[src/rtl/bhdm_pkg.sv]
// Package: types, constants and state codes of the block hash delta matcher.
`default_nettype none

package bhdm_pkg;

    localparam int unsigned TABLE_ENTRIES_DEF = 256;

    localparam int unsigned HASH_W   = 30;
    localparam int unsigned OFFS_W   = 32;
    localparam int unsigned LEN_W    = 17;
    localparam int unsigned BYTE_W   = 8;
    localparam int unsigned RED_W    = HASH_W + BYTE_W;
    localparam int unsigned RED_STEPS = 9;
    localparam int unsigned STEP_W   = 4;

    localparam logic [HASH_W-1:0] HASH_MOD   = 30'd1000000007;
    localparam logic [LEN_W-1:0]  CHUNK_RESET = 17'd16384;
    localparam logic [LEN_W-1:0]  CHUNK_MAX   = 17'd65536;
    localparam logic [LEN_W-1:0]  CHUNK_MIN   = 17'd1;

    localparam logic MODE_BASE = 1'b0;
    localparam logic MODE_NEW  = 1'b1;

    localparam logic CMD_INSERT = 1'b0;
    localparam logic CMD_COPY   = 1'b1;

    typedef enum logic [2:0] {
        ST_IDLE,
        ST_HASH,
        ST_SRCH_RD,
        ST_SRCH_CMP,
        ST_EMIT
    } bhdm_state_t;

    typedef struct packed {
        logic busy;
        logic done;
    } bhdm_red_stat_t;

    typedef struct packed {
        logic [HASH_W-1:0] hash;
        logic [OFFS_W-1:0] offset;
        logic [LEN_W-1:0]  length;
    } bhdm_entry_t;

endpackage

`default_nettype wire

[src/rtl/bhdm_modred.sv]
// Iterative modulo reduction unit: one shifted compare and subtract per cycle.
`default_nettype none

module bhdm_modred
    import bhdm_pkg::*;
(
    input  wire logic                aclk,
    input  wire logic                aresetn,
    input  wire logic                start,
    input  wire logic [RED_W-1:0]    value,
    output bhdm_red_stat_t           stat,
    output logic [HASH_W-1:0]        result
);

    localparam logic [RED_W-1:0] DIV_INIT =
        RED_W'({8'd0, HASH_MOD} << (RED_STEPS - 1));

    logic [RED_W-1:0]  rem_reg,  rem_next;
    logic [RED_W-1:0]  div_reg,  div_next;
    logic [STEP_W-1:0] cnt_reg,  cnt_next;
    logic              busy_reg, busy_next;
    logic              done_reg, done_next;

    always_comb begin
        rem_next  = rem_reg;
        div_next  = div_reg;
        cnt_next  = cnt_reg;
        busy_next = busy_reg;
        done_next = 1'b0;
        if (start) begin
            rem_next  = value;
            div_next  = DIV_INIT;
            cnt_next  = STEP_W'(RED_STEPS - 1);
            busy_next = 1'b1;
        end else if (busy_reg) begin
            if (rem_reg >= div_reg) begin
                rem_next = rem_reg - div_reg;
            end
            div_next = div_reg >> 1;
            if (cnt_reg == '0) begin
                busy_next = 1'b0;
                done_next = 1'b1;
            end else begin
                cnt_next = cnt_reg - 1'b1;
            end
        end
    end

    always_ff @(posedge aclk) begin
        if (!aresetn) begin
            busy_reg <= 1'b0;
            done_reg <= 1'b0;
        end else begin
            busy_reg <= busy_next;
            done_reg <= done_next;
        end
    end

    always_ff @(posedge aclk) begin
        rem_reg <= rem_next;
        div_reg <= div_next;
        cnt_reg <= cnt_next;
    end

    assign stat.busy = busy_reg;
    assign stat.done = done_reg;
    assign result    = rem_reg[HASH_W-1:0];

endmodule

`default_nettype wire

[config.mk]
export PLATFORM = sky130hd
export DESIGN_NAME = bhdm_modred
export DESIGN_NICKNAME = d
export VERILOG_FILES = /design/src/rtl/bhdm_pkg.sv /design/src/rtl/bhdm_modred.sv
export SDC_FILE = /design/constraint.sdc
export NUM_CORES = 1
export LEC_CHECK = 0
export ABC_AREA = 1
export BUFFER_PORTS_ARGS = -buffer_cell sky130_fd_sc_hd__buf_2
export CORE_MARGIN = 1
export CORE_UTILIZATION = 45
export CTS_CLUSTER_DIAMETER = 120
export DETAILED_ROUTE_END_ITERATION = 10
export GPL_TIMING_DRIVEN = 0
export HOLD_SLACK_MARGIN = 0.03
export SLEW_MARGIN = 30
export SYNTH_ARGS = -nofsm -noshare
export SYNTH_HDL_FRONTEND = slang
export SYNTH_SLANG_ARGS = --single-unit
export TNS_END_PERCENT = 20
[constraint.sdc]
create_clock -name aclk -period 3.45 [get_ports aclk]
set_clock_uncertainty 0.05 [all_clocks]
set_input_delay 0 -clock aclk [delete_from_list [all_inputs] [get_ports aclk]]
set_output_delay 0 -clock aclk [all_outputs]
set_load 0.03 [all_outputs]
### Word level (Yosys, flattened, before mapping)

Index checks and enable logic that the tools add are counted.

* $add $sub $neg: 2
* $lt $le $gt $ge: 1
* mux-type cells: 7
* bitwise gates (word level): 3
* reductions and logical operators: 6

Operators by type and width (count)
* $mux W38: 3
* $ge A38 B38 Y1: 1
* $sub A38 B38 Y38: 1
* $logic_not A4 Y1: 1
* $mux W1: 4
* $reduce_and A2 Y1: 2
* $reduce_bool A2 Y1: 2
* $sub A4 B1 Y4 const B: 1
* $not A1 Y1: 3
* $reduce_or A3 Y1: 1

* register bits: 82
* bits of input ports: 41
* output and inout bits: 32
* word-level logic and storage cells: 24

### Logic depth before layout (Yosys ltp)

Gate-level depths: netlist of run 1.

* depth in word-level cells: 4
* mapped depth: 15
* mapped depth without buffers: 15

### Worst setup path after synthesis of run 1

No wires, ideal clock.

* path type: reg-to-reg
* from: register rem_reg[0]
* to: register rem_reg[0] (enable)
* library setup time: 0.396 ns
* arrival time: 2.369 ns
* required time: 3.004 ns
* slack: 0.635 ns
* cell stages (with the launch flop): 13
* path buffers: 0
* period minus slack after synthesis: 2.815 ns
* cell sequence: edfxtp_1 inv_1 ha_1 fa_1 inv_1 nand3_1 nand3_2 nand2_1 nand2_2 nand4_1 nand4_1 nand2_1 nand2_1

* longest elaborated chain between the ends: 3

Ends and longest elaborated chain
* from (decl): RTL line bhdm_modred.sv:18 `logic [RED_W-1:0] rem_reg, rem_next;`
* from (signal assigned): RTL line bhdm_modred.sv:60 `rem_reg <= rem_next;`
* $ge A38 B38 Y1: RTL line bhdm_modred.sv:36 `if (rem_reg >= div_reg) begin`
* $reduce_bool A2 Y1 (no source line)
* $reduce_and A2 Y1 (no source line)

No other way between the ends.
A chain may end at the register's enable or synchronous reset.

### Final worst setup path of run 1

* from: register rem_reg[0]
* to: register rem_reg[24] (enable)

Same word-level chain as after synthesis.

==> metrics.cfg, run 1 <==
[synthesis]
ys_seq_elements=82
yosysTopAreaCell=edfxtp_1
ys.flop_type=dfxtp_1
synth.avg_cell_area_um2=6.62
synth_edf_count=38
yosysWarnings=0
synth_nets=1028
synthArstFlopShare_pct=0
synth_area_leaders=edfxtp_1 (18%), nand2_1 (18%), dfxtp_1 (14%)
netlist_area_um2=6270
synth-seq-area-share_pct=32.2
synth_top_area_share_pct=18.2
syn_inst=947
ys_types=31

[clocking]
clock_path_buffers=2
post_cts_buffers=0
cts_resized=0
cts_tree=built
ctsHoldBuffers=39
numCtsBuffers=9
clkLatencyLatePin_ns=0.36
clock_sinks=82
htree_num_levels=3
cts-root-buf=clkbuf_16
path_clk_slew_ns=0.06

[status]
status=finished clean

[floorplanning]
ioPinCount=73
die_h_um=120
die_area_um2=14400
fp.dieW_um=120
start_util_pct=46.8
row_count=42
core_area_um2=13400

[pwr]
vdd_drop_max_uv=344
powerDensity_nw_per_um2=548
p_leak_uw=0.00394

[routing]
wirelength_um=18300
routed_via_density=4.77
vias=5960
wl_per_cell_um=14.6
dr.pass1.iters=5
drcViolationCount=0
ant_nets=0
drt-initial-drc-count=341

[placement]
place_congestion=0.897
place_inst=1194
dp_hpwl_um=14100
port_buffers=71

[cells_and_area]
drive_gt1_share_pct=15.1
multi_input_area_um2=3330
seq_area_um2=2020
syn_to_final_growth_pct=20.2
final_nets=1149
antenna_cells=0
postLayoutCoreUtil_pct=56.3
final_cell_count_no_fill=1249
fillers=1383

[worst_setup_path]
end_kind=flop
critical_path_class=reg -> reg
startpoint_type=flop
worst_ep_required_time_ns=3.39
cp_data_arrival_time_ns=2.67
rrSetupSlack_ns=0.72
critPathMaxFanout=38

[sta]
tightestPinTransition_ns=0.789
max_freq_mhz=366
maxSlewViolCount=0
finalHoldViolCount=0
slew-limit-headroom_pct=47.4
rsz0062_at_grt=no
min_period_ns=2.73
final_min_period_over_clock_period_pct=79.1
setup_violations=0

[worst_hold_path]
hp-class=in -> reg

[global_routing]
track_usage_pct=26.4
grt_pass1_vias=5694
gr-total-overflow=0
grt_pass1_wl_um=28800
grt_antenna_before_repair=0
grt_max_degree=39

[job]
drv_cap=0

-- per-stage QoR --
step	cell area, µm²	hold WS [ns]	setup TNS, ns	power, µW	worst slack [ns]
floorplan	6270	0.0592	0	2660	0.635
finish	7540	0.214	0	4130	0.719
CTS	7540	0.208	0	4130	0.705
detailed placement	6860	0.186	0	3130	0.734
global route	7540	0.293	0	4410	0.512
global placement	6850	0.184	-7.10	3130	-0.189
-- layout by cell type (no fill, tap or decap), types with 2 or more instances in the layout --
master / netlist / final
clkbuf_16: 0 / 10
buf_2: 2 / 73
ha_1: 39 / 39
o21ai_0: 59 / 59
nand3b_1: 6 / 6
a21o_1: 2 / 2
inv_1: 158 / 158
o21bai_1: 3 / 3
nor2_2: 8 / 8
buf_4: 33 / 33
a21oi_1: 75 / 75
edfxtp_1: 38 / 38
nor2_1: 55 / 55
o21ai_1: 9 / 9
nand2_1: 293 / 292
nand2_2: 14 / 14
dfxtp_1: 44 / 44
xnor2_1: 12 / 12
a21oi_2: 2 / 2
nand3_1: 47 / 47
clkbuf_1: 18 / 20
nand4_1: 3 / 3
nor3_1: 6 / 6
nand3_2: 9 / 9
or2_2: 5 / 5
dlygate4sd3_1: 0 / 39
-- cell families after synthesis --
group / synth area share (%)
xor gates and xnor gates: 1.68
DFF: 32.2
AOI/OAI and AO/OA: 12.5
buffers and inverters: 14.8
and+or+nand+nor: 30.7
adders and majority gates: 8.10
-- per-layer routing --
layer / global-route usage (%) / wire length [µm] / part of all wire, %
met5: 0 / 0 / 0
met2: 40.9 / 7740 / 42
met3: 4.04 / 714 / 3.9
met4: 8.75 / 375 / 2.1
met1: 37.2 / 9430 / 52
-- worst paths after layout --
check / from / depth (start not counted) / to
setup / recovery: rem_reg[0] / 12 / rem_reg[24]
setup reg to reg: rem_reg[0] / 12 / rem_reg[24]
hold / removal: start / 4 / rem_reg[2]
hold reg to reg: cnt_reg[2] / 2 / cnt_reg[2]
-- layout make-up --
type / instances / area share, %
multi-input cells: 653 / 44.1
inverters: 158 / 7.87
flip-flops and latches: 82 / 26.8
clock inverters: 3 / 0.282
well taps: 176 / 2.92
plain buffers: 54 / 4.48
clock buffers: 13 / 3.60
repair buffers: 110 / 9.89
-- where the power goes --
group	switching, µW	internal (µW)	leakage, µW
clock network	412	552	0.000141
logic	1230	688	0.00306
registers	71.2	1180	0.000743
total	1710	2420	0.00394
-- critical path, cell delays in order (launching register included) --
cell and delay (ns):
edfxtp_1 0.36, inv_1 0.05, ha_1 0.21, fa_1 0.36, inv_1 0.12, nand3_1 0.10
nand3_2 0.14, nand2_1 0.08, nand2_2 0.11, nand4_1 0.09, nand4_1 0.09, nand2_1 0.08
nand2_4 0.50
-- Yosys cell counts, types with 5 or more instances --
master and n:
clkbuf_1 18, nor2_2 8, inv_1 158, buf_4 33
nand2_1 293, nand3_2 9, o21ai_0 59, nor3_1 6
or2_2 5, edfxtp_1 38, a21oi_1 75, dfxtp_1 44
ha_1 39, nand2_2 14, nand3b_1 6, nor2_1 55
nand3_1 47, xnor2_1 12, o21ai_1 9
No activity file was read; power rests on OpenSTA's default activity.
==> inputs of run 2 (changes only) <==
- ABC_AREA: 1 -> 0
- clock period: 3.45 -> 2.75 ns (I/O delays scaled with it)
==> run 2 against run 1 <==
Effect of this change:
- the run now ends with setup timing left
- utilization grew 3.1 points
- area after synthesis shrank 11%
- non-clock buffer count grew 23
- first-iteration DRC count shrank 36%
- wire length shrank 21%
- via count shrank 16%
- largest cell class unchanged
==> metrics.cfg, run 2 <==
[status]
status=complete, but fails checks  ; was finished clean
violations=setup timing

[sta]
maxSlewViolCount=0  ; unchanged
max_freq_mhz=307  ; was 366 MHz
finalHoldViolCount=0  ; unchanged
final_min_period_over_clock_period_pct=118  ; was 79.1%
setup_violations=53  ; was 0
min_period_ns=3.26  ; was 2.73 ns
fin_ws_ns=-0.506  ; was 0.719 ns
tightestPinTransition_ns=0.739  ; was 0.789 ns
rsz0062_at_grt=yes  ; was no
slew-limit-headroom_pct=50.8  ; was 47.4%

[cells_and_area]
most-common-layout-cells=nand2_1 (85), buf_2 (73), inv_1 (51), o21ai_0 (48), dfxtp_1 (44)  ; was nand2_1 (292), inv_1 (158), a21oi_1 (75), buf_2 (73), o21ai_0 (59)
postLayoutCoreUtil_pct=59.3  ; was 56.3%
drive_gt1_share_pct=21.9  ; was 15.1%
antenna_cells=0  ; unchanged
fillers=1106  ; was 1383
final_nets=862  ; was 1149
final_cell_count_no_fill=954  ; was 1249
design_area_um2=7160  ; was 7540 µm²
mostFrequentLayoutCell=nand2_1  ; unchanged
syn_to_final_growth_pct=27.7  ; was 20.2%
seq_area_um2=2020  ; unchanged
multi_input_area_um2=3170  ; was 3330 µm²

[worst_setup_path]
end_kind=flop  ; unchanged
worst_ep_required_time_ns=2.80  ; was 3.39 ns
rrSetupSlack_ns=-0.51  ; was 0.72 ns
critPathMaxFanout=6  ; was 38
r2r_cells=14  ; was 12
critical_path_class=reg -> reg  ; unchanged
startpoint_type=flop  ; unchanged
cp_data_arrival_time_ns=3.31  ; was 2.67 ns

[synthesis]
syn_inst=645  ; was 947
ys_types=67  ; was 31
synthArstFlopShare_pct=0  ; unchanged
yosysMostFrequentCell=nand2_1  ; unchanged
yosysWarnings=0  ; unchanged
ys_seq_elements=82  ; unchanged
synth.avg_cell_area_um2=8.69  ; was 6.62 µm²
ys.flop_type=dfxtp_1  ; unchanged
synth_edf_count=38  ; unchanged
synth-seq-area-share_pct=36.1  ; was 32.2%
synth_nets=726  ; was 1028
synth_top_area_share_pct=20.4  ; was 18.2%
yosysTopAreaCell=edfxtp_1  ; unchanged
synth_common_cells=nand2_1 (85), o21ai_0 (52), inv_1 (51)  ; was nand2_1 (293), inv_1 (158), a21oi_1 (75)
synth_area_leaders=edfxtp_1 (20%), dfxtp_1 (16%), ha_1 (8.7%)  ; was edfxtp_1 (18%), nand2_1 (18%), dfxtp_1 (14%)
netlist_area_um2=5600  ; was 6270 µm²

[routing]
ant_nets=0  ; unchanged
vias=4988  ; was 5960
routed_via_density=5.23  ; was 4.77
dr.pass1.iters=5  ; unchanged
wirelength_um=14500  ; was 18300 µm
wl_per_cell_um=15.2  ; was 14.6 µm
drt-initial-drc-count=217  ; was 341
drcViolationCount=0  ; unchanged

[pwr]
sequentialPowerShare_pct=30.6  ; was 30.4%
switching_power_uw=2000  ; was 1710 µW
power.share.clock_pct=22.6  ; was 23.3%
p_leak_uw=0.00307  ; was 0.00394 µW
intPower_uw=3240  ; was 2420 µW
p_total_uw=5230  ; was 4130 µW
combPwrFrac_pct=46.8  ; was 46.3%
switching_share_pct=38.2  ; was 41.4%
vdd_drop_max_uv=377  ; was 344 µV
powerDensity_nw_per_um2=731  ; was 548 nW/µm²

[clocking]
numCtsBuffers=9  ; unchanged
clock_path_buffers=2  ; unchanged
cts_tree=built  ; unchanged
clock_sinks=82  ; unchanged
path_clk_slew_ns=0.07  ; was 0.06 ns
clkLatencyLatePin_ns=0.34  ; was 0.36 ns
cts-root-buf=clkbuf_16  ; unchanged
htree_num_levels=3  ; unchanged

[placement]
port_buffers=71  ; unchanged
place_inst=886  ; was 1194
pre_cts_ws_ns=-0.991  ; was 0.734 ns
place_area_um2=6230  ; was 6860 µm²
dp_hpwl_um=10400  ; was 14100 µm
place_congestion=0.873  ; was 0.897

[floorplanning]
die_area_um2=12900  ; was 14400 µm²
ioPinCount=73  ; unchanged
row_count=40  ; was 42
start_util_pct=46.5  ; was 46.8%
fp.dieW_um=114  ; was 120 µm
die_h_um=114  ; was 120 µm
core_area_um2=12100  ; was 13400 µm²

[global_routing]
track_usage_pct=22.6  ; was 26.4%
grt_antenna_before_repair=0  ; unchanged
grt_pass1_vias=4718  ; was 5694
grt_pass1_wl_um=22700  ; was 28800 µm
grt_max_degree=18  ; was 39
gr-total-overflow=0  ; unchanged

[worst_hold_path]
hp-class=in -> reg  ; unchanged
holdPathStages=3  ; was 4

[job]
drv_cap=0  ; unchanged

run 2: final cells by class:
type / count / area share, %
Multi-Input combinational cell: 450 / 44.3
Clock buffer: 14 / 3.85
Timing Repair Buffer: 126 / 12.8
Tap cell: 168 / 2.94
Buffer: 61 / 5.03
Sequential cell: 82 / 28.3
Inverter: 51 / 2.67
Clock inverter: 2 / 0.140
run 2: timing repair:
action	4_1_cts	5_1_grt
pin swaps	9	8
setup buffers	11	3
endpoints found under the hold margin	40	0
resized for setup	15	15
hold buffers	39	0
endpoints found under the setup margin	53	56
gates cloned	1	0
run 2: layer usage:
metal / vias up / global-route usage [%] / share of wire (%)
li1: 2512 / - / -
met1: 2337 / 29.0 / 46
met2: 117 / 38.3 / 48
met3: 22 / 3.08 / 4.1
met4: 0 / 9.21 / 2.2
met5: - / 0 / 0
run 2: logic make-up after synthesis:
kind of cell | after synthesis | synth area share [%]
adders and majority gates | 40 | 9.06
buffers and inverters | 113 | 9.91
AOI/OAI and AO/OA | 172 | 20.9
xor gates and xnor gates | 35 | 5.47
and+or+nand+nor | 179 | 14.3
muxes | 24 | 4.31
DFF | 82 | 36.1
run 2: power by group through the flow:
stage | registers [µW] | logic (µW) | clock network [µW]
after floorplan | 1590 | 1750 | 0
after global placement | 1630 | 2160 | 0
after detailed placement | 1630 | 2210 | 0
after CTS | 1600 | 2390 | 1210
after global routing | 1620 | 2690 | 1240
final | 1600 | 2450 | 1180
run 2: path summary, 6_finish.rpt:
check                                 start           to
worst min-delay path                  start  rem_reg[35]
worst max register to register   rem_reg[0]  rem_reg[10]
worst max-delay path             rem_reg[0]  rem_reg[10]
worst min register to register  div_reg[33]  div_reg[32]
run 2: per-stage QoR:
step,hold WS [ns],TNS [ns]
floorplan,0.104,-23.76
global placement,0.223,-56.91
detailed placement,0.230,-38.80
CTS,0.257,-25.06
global route,0.318,-27.43
finish,0.269,-20.33
run 2: worst max-delay path, stage by stage, from the launching register on:
cell and delay (ns):
edfxtp_1 0.38, inv_1 0.08, ha_2 0.18, fa_2 0.20, and2b_2 0.25, o2111ai_4 0.26
a211oi_4 0.11, o31ai_4 0.26, a21oi_4 0.11, a311o_1 0.29, a21oi_2 0.17, a21boi_4 0.22
o221ai_4 0.14, buf_6 0.18, buf_8 0.13
==> inputs of run 3 (changes only) <==
- GPL_TIMING_DRIVEN: 0 -> default
==> run 3 against run 2 <==
Effect of this change:
- the run still ends with setup timing left
- register-to-register slack gained 0.11 ns
- total power grew 3.2%
- utilization grew 2.1 points
- wire length shrank 5.0%
- critical endpoint is now rem_reg[17]
==> metrics.cfg, run 3 (same netlist as run 2, synthesis figures left out) <==
[sta]
holdWs_ns=0.157  ; was 0.269 ns
setup-tns-final_ns=-15.76  ; was -20.33 ns
fin_ws_ns=-0.400  ; was -0.506 ns
tightestPinTransition_ns=0.607  ; was 0.739 ns
min_period_ns=3.15  ; was 3.26 ns
finalHoldViolCount=0  ; unchanged
rsz0062_at_grt=yes  ; unchanged
setup_violations=49  ; was 53
maxSlewViolCount=0  ; unchanged
final_min_period_over_clock_period_pct=115  ; was 118%
max_freq_mhz=318  ; was 307 MHz
slew-limit-headroom_pct=59.5  ; was 50.8%

[cells_and_area]
fillers=1050  ; was 1106
design_area_um2=7410  ; was 7160 µm²
drive_gt1_share_pct=28.1  ; was 21.9%
postLayoutCoreUtil_pct=61.5  ; was 59.3%
seq_area_um2=2020  ; about the same
antenna_cells=0  ; unchanged
most-common-layout-cells=buf_4 (107), nand2_1 (85), buf_2 (72), inv_1 (51), o21ai_0 (45)  ; was nand2_1 (85), buf_2 (73), inv_1 (51), o21ai_0 (48), dfxtp_1 (44)
multi_input_area_um2=3120  ; was 3170 µm²
syn_to_final_growth_pct=32.3  ; was 27.7%
final_nets=895  ; was 862
mostFrequentLayoutCell=buf_4  ; was nand2_1

[clocking]
htree_num_levels=3  ; unchanged
clock_path_buffers=2  ; unchanged
numCtsBuffers=9  ; unchanged
cts_tree=built  ; unchanged
clock_sinks=82  ; unchanged
clkLatencyLatePin_ns=0.35  ; was 0.34 ns
cts-root-buf=clkbuf_16  ; unchanged
path_clk_slew_ns=0.06  ; was 0.07 ns

[worst_setup_path]
worst_ep_required_time_ns=2.80  ; about the same
slowest_stage=edfxtp_1  ; unchanged
cp_cell_sequence=inv_1, ha_2, fa_2, and2b_1, o2111ai_2, a211oi_2, o31ai_2, a21oi_2, a311o_1, a21oi_2, a21boi_4, o221ai_4, buf_12  ; was inv_1, ha_2, fa_2, and2b_2, o2111ai_4, a211oi_4, o31ai_4, a21oi_4, a311o_1, a21oi_2, a21boi_4, o221ai_4, buf_6, buf_8
reg2reg_to=rem_reg[17]  ; was rem_reg[10]
critPathMaxFanout=21  ; was 6
slowest_delay_ns=0.40  ; was 0.38 ns
startpoint_type=flop  ; unchanged
r2r_cells=13  ; was 14
cp_data_arrival_time_ns=3.20  ; was 3.31 ns
path_common_cell=a21oi_2
end_kind=flop  ; unchanged
critical_path_class=reg -> reg  ; unchanged
r2r_start=rem_reg[0]  ; unchanged
rrSetupSlack_ns=-0.40  ; was -0.51 ns

[routing]
vias=5038  ; was 4988
wirelength_um=13700  ; was 14500 µm
dr.pass1.iters=5  ; unchanged
routed_via_density=5.10  ; was 5.23
drt-initial-drc-count=228  ; was 217
drcViolationCount=0  ; unchanged
ant_nets=0  ; unchanged
wl_per_cell_um=13.9  ; was 15.2 µm

[status]
status=complete, but fails checks  ; unchanged
violations=setup timing  ; unchanged

[placement]
place_area_um2=6670  ; was 6230 µm²
pre_cts_ws_ns=-0.352  ; was -0.991 ns
place_congestion=0.879  ; was 0.873
dp_hpwl_um=10200  ; was 10400 µm
port_buffers=72  ; was 71

[global_routing]
grt_pass1_wl_um=22900  ; was 22700 µm
gr-total-overflow=0  ; unchanged
grt_max_degree=54  ; was 18
track_usage_pct=22.4  ; was 22.6%
grt_antenna_before_repair=0  ; unchanged
grt_pass1_vias=4935  ; was 4718

[worst_hold_path]
min_from=start  ; unchanged
whs_endpoint=div_reg[34]  ; was rem_reg[35]
holdPathStages=3  ; unchanged
hp-class=in -> reg  ; unchanged

[floorplanning]
ioPinCount=73  ; unchanged
core_area_um2=12100  ; unchanged
die_area_um2=12900  ; unchanged
die_h_um=114  ; unchanged
start_util_pct=46.5  ; unchanged
fp.dieW_um=114  ; unchanged
row_count=40  ; unchanged

[pwr]
vdd_drop_max_uv=352  ; was 377 µV
p_leak_uw=0.00332  ; was 0.00307 µW
powerDensity_nw_per_um2=729  ; was 731 nW/µm²

[job]
drv_cap=0  ; unchanged

## run 3: cell types whose count changed in the layout (fill, tap and decap cells not counted), moves of 3 or more
| cell | delta |
|---|---|
| buf_6 | -7 |
| buf_4 | +67 |
| clkbuf_1 | -21 |
| buf_1 | -4 |
| o21ai_0 | -3 |
## run 3: per-stage QoR
| step | cells | total power (µW) |
|---|---|---|
| after detailed placement | 931 | 4150 |
| after floorplan | 645 | 3340 |
| after global placement | 931 | 4100 |
| after CTS | 986 | 5380 |
| after global routing | 987 | 5760 |
| final | 987 | 5400 |
## run 3: power by group
group,internal (µW),total [µW],switching [µW]
Clock,661,1140,484
Combinational,1230,2660,1430
Sequential,1500,1600,98.1
## run 3: worst max path at each step
stage / start / to / slack, ns
after detailed placement: rem_reg[0] / rem_reg[26] / -0.35
final: rem_reg[0] / rem_reg[17] / -0.40
after floorplan: rem_reg[0] / rem_reg[0] / -0.63
after CTS: rem_reg[0] / rem_reg[20] / -0.38
after global placement: rem_reg[0] / rem_reg[22] / -0.28
after global routing: rem_reg[0] / rem_reg[24] / -0.54
## run 3: timing repair
action	in CTS	in global routing
buffers inserted	0	1
endpoints found under the hold margin	40	0
gates resized for setup	7	13
endpoints found under the setup margin	51	59
pin swaps	1	4
hold buffers	39	0
## run 3: layer usage
metal  part of all wire, %  track usage [%]  wire length (µm)
met1                    48             28.2              6540
met2                    48             37.4              6610
met3                   2.7             4.52               369
met4                   1.6             8.95               222
met5                     0                0                 0
## run 3: final cells by class
| class | count | share of cell area, % |
|---|---|---|
| clock buffers | 14 | 3.56 |
| clock inverters | 2 | 0.169 |
| inverters | 51 | 2.58 |
| multi-input cells | 450 | 42.1 |
| flip-flops and latches | 82 | 27.3 |
| well taps | 168 | 2.83 |
| repair buffers | 220 | 21.5 |
## run 3: worst max-delay path: cells and delay by family (launching register included)
family,cells,cell delay [ns]
AND/OR/NAND/NOR,1,0.20
buffers and inverters,2,0.30
flip-flops,1,0.40
AO/OA/AOI/OAI,8,1.58
adder cells (fa/ha/maj),2,0.38
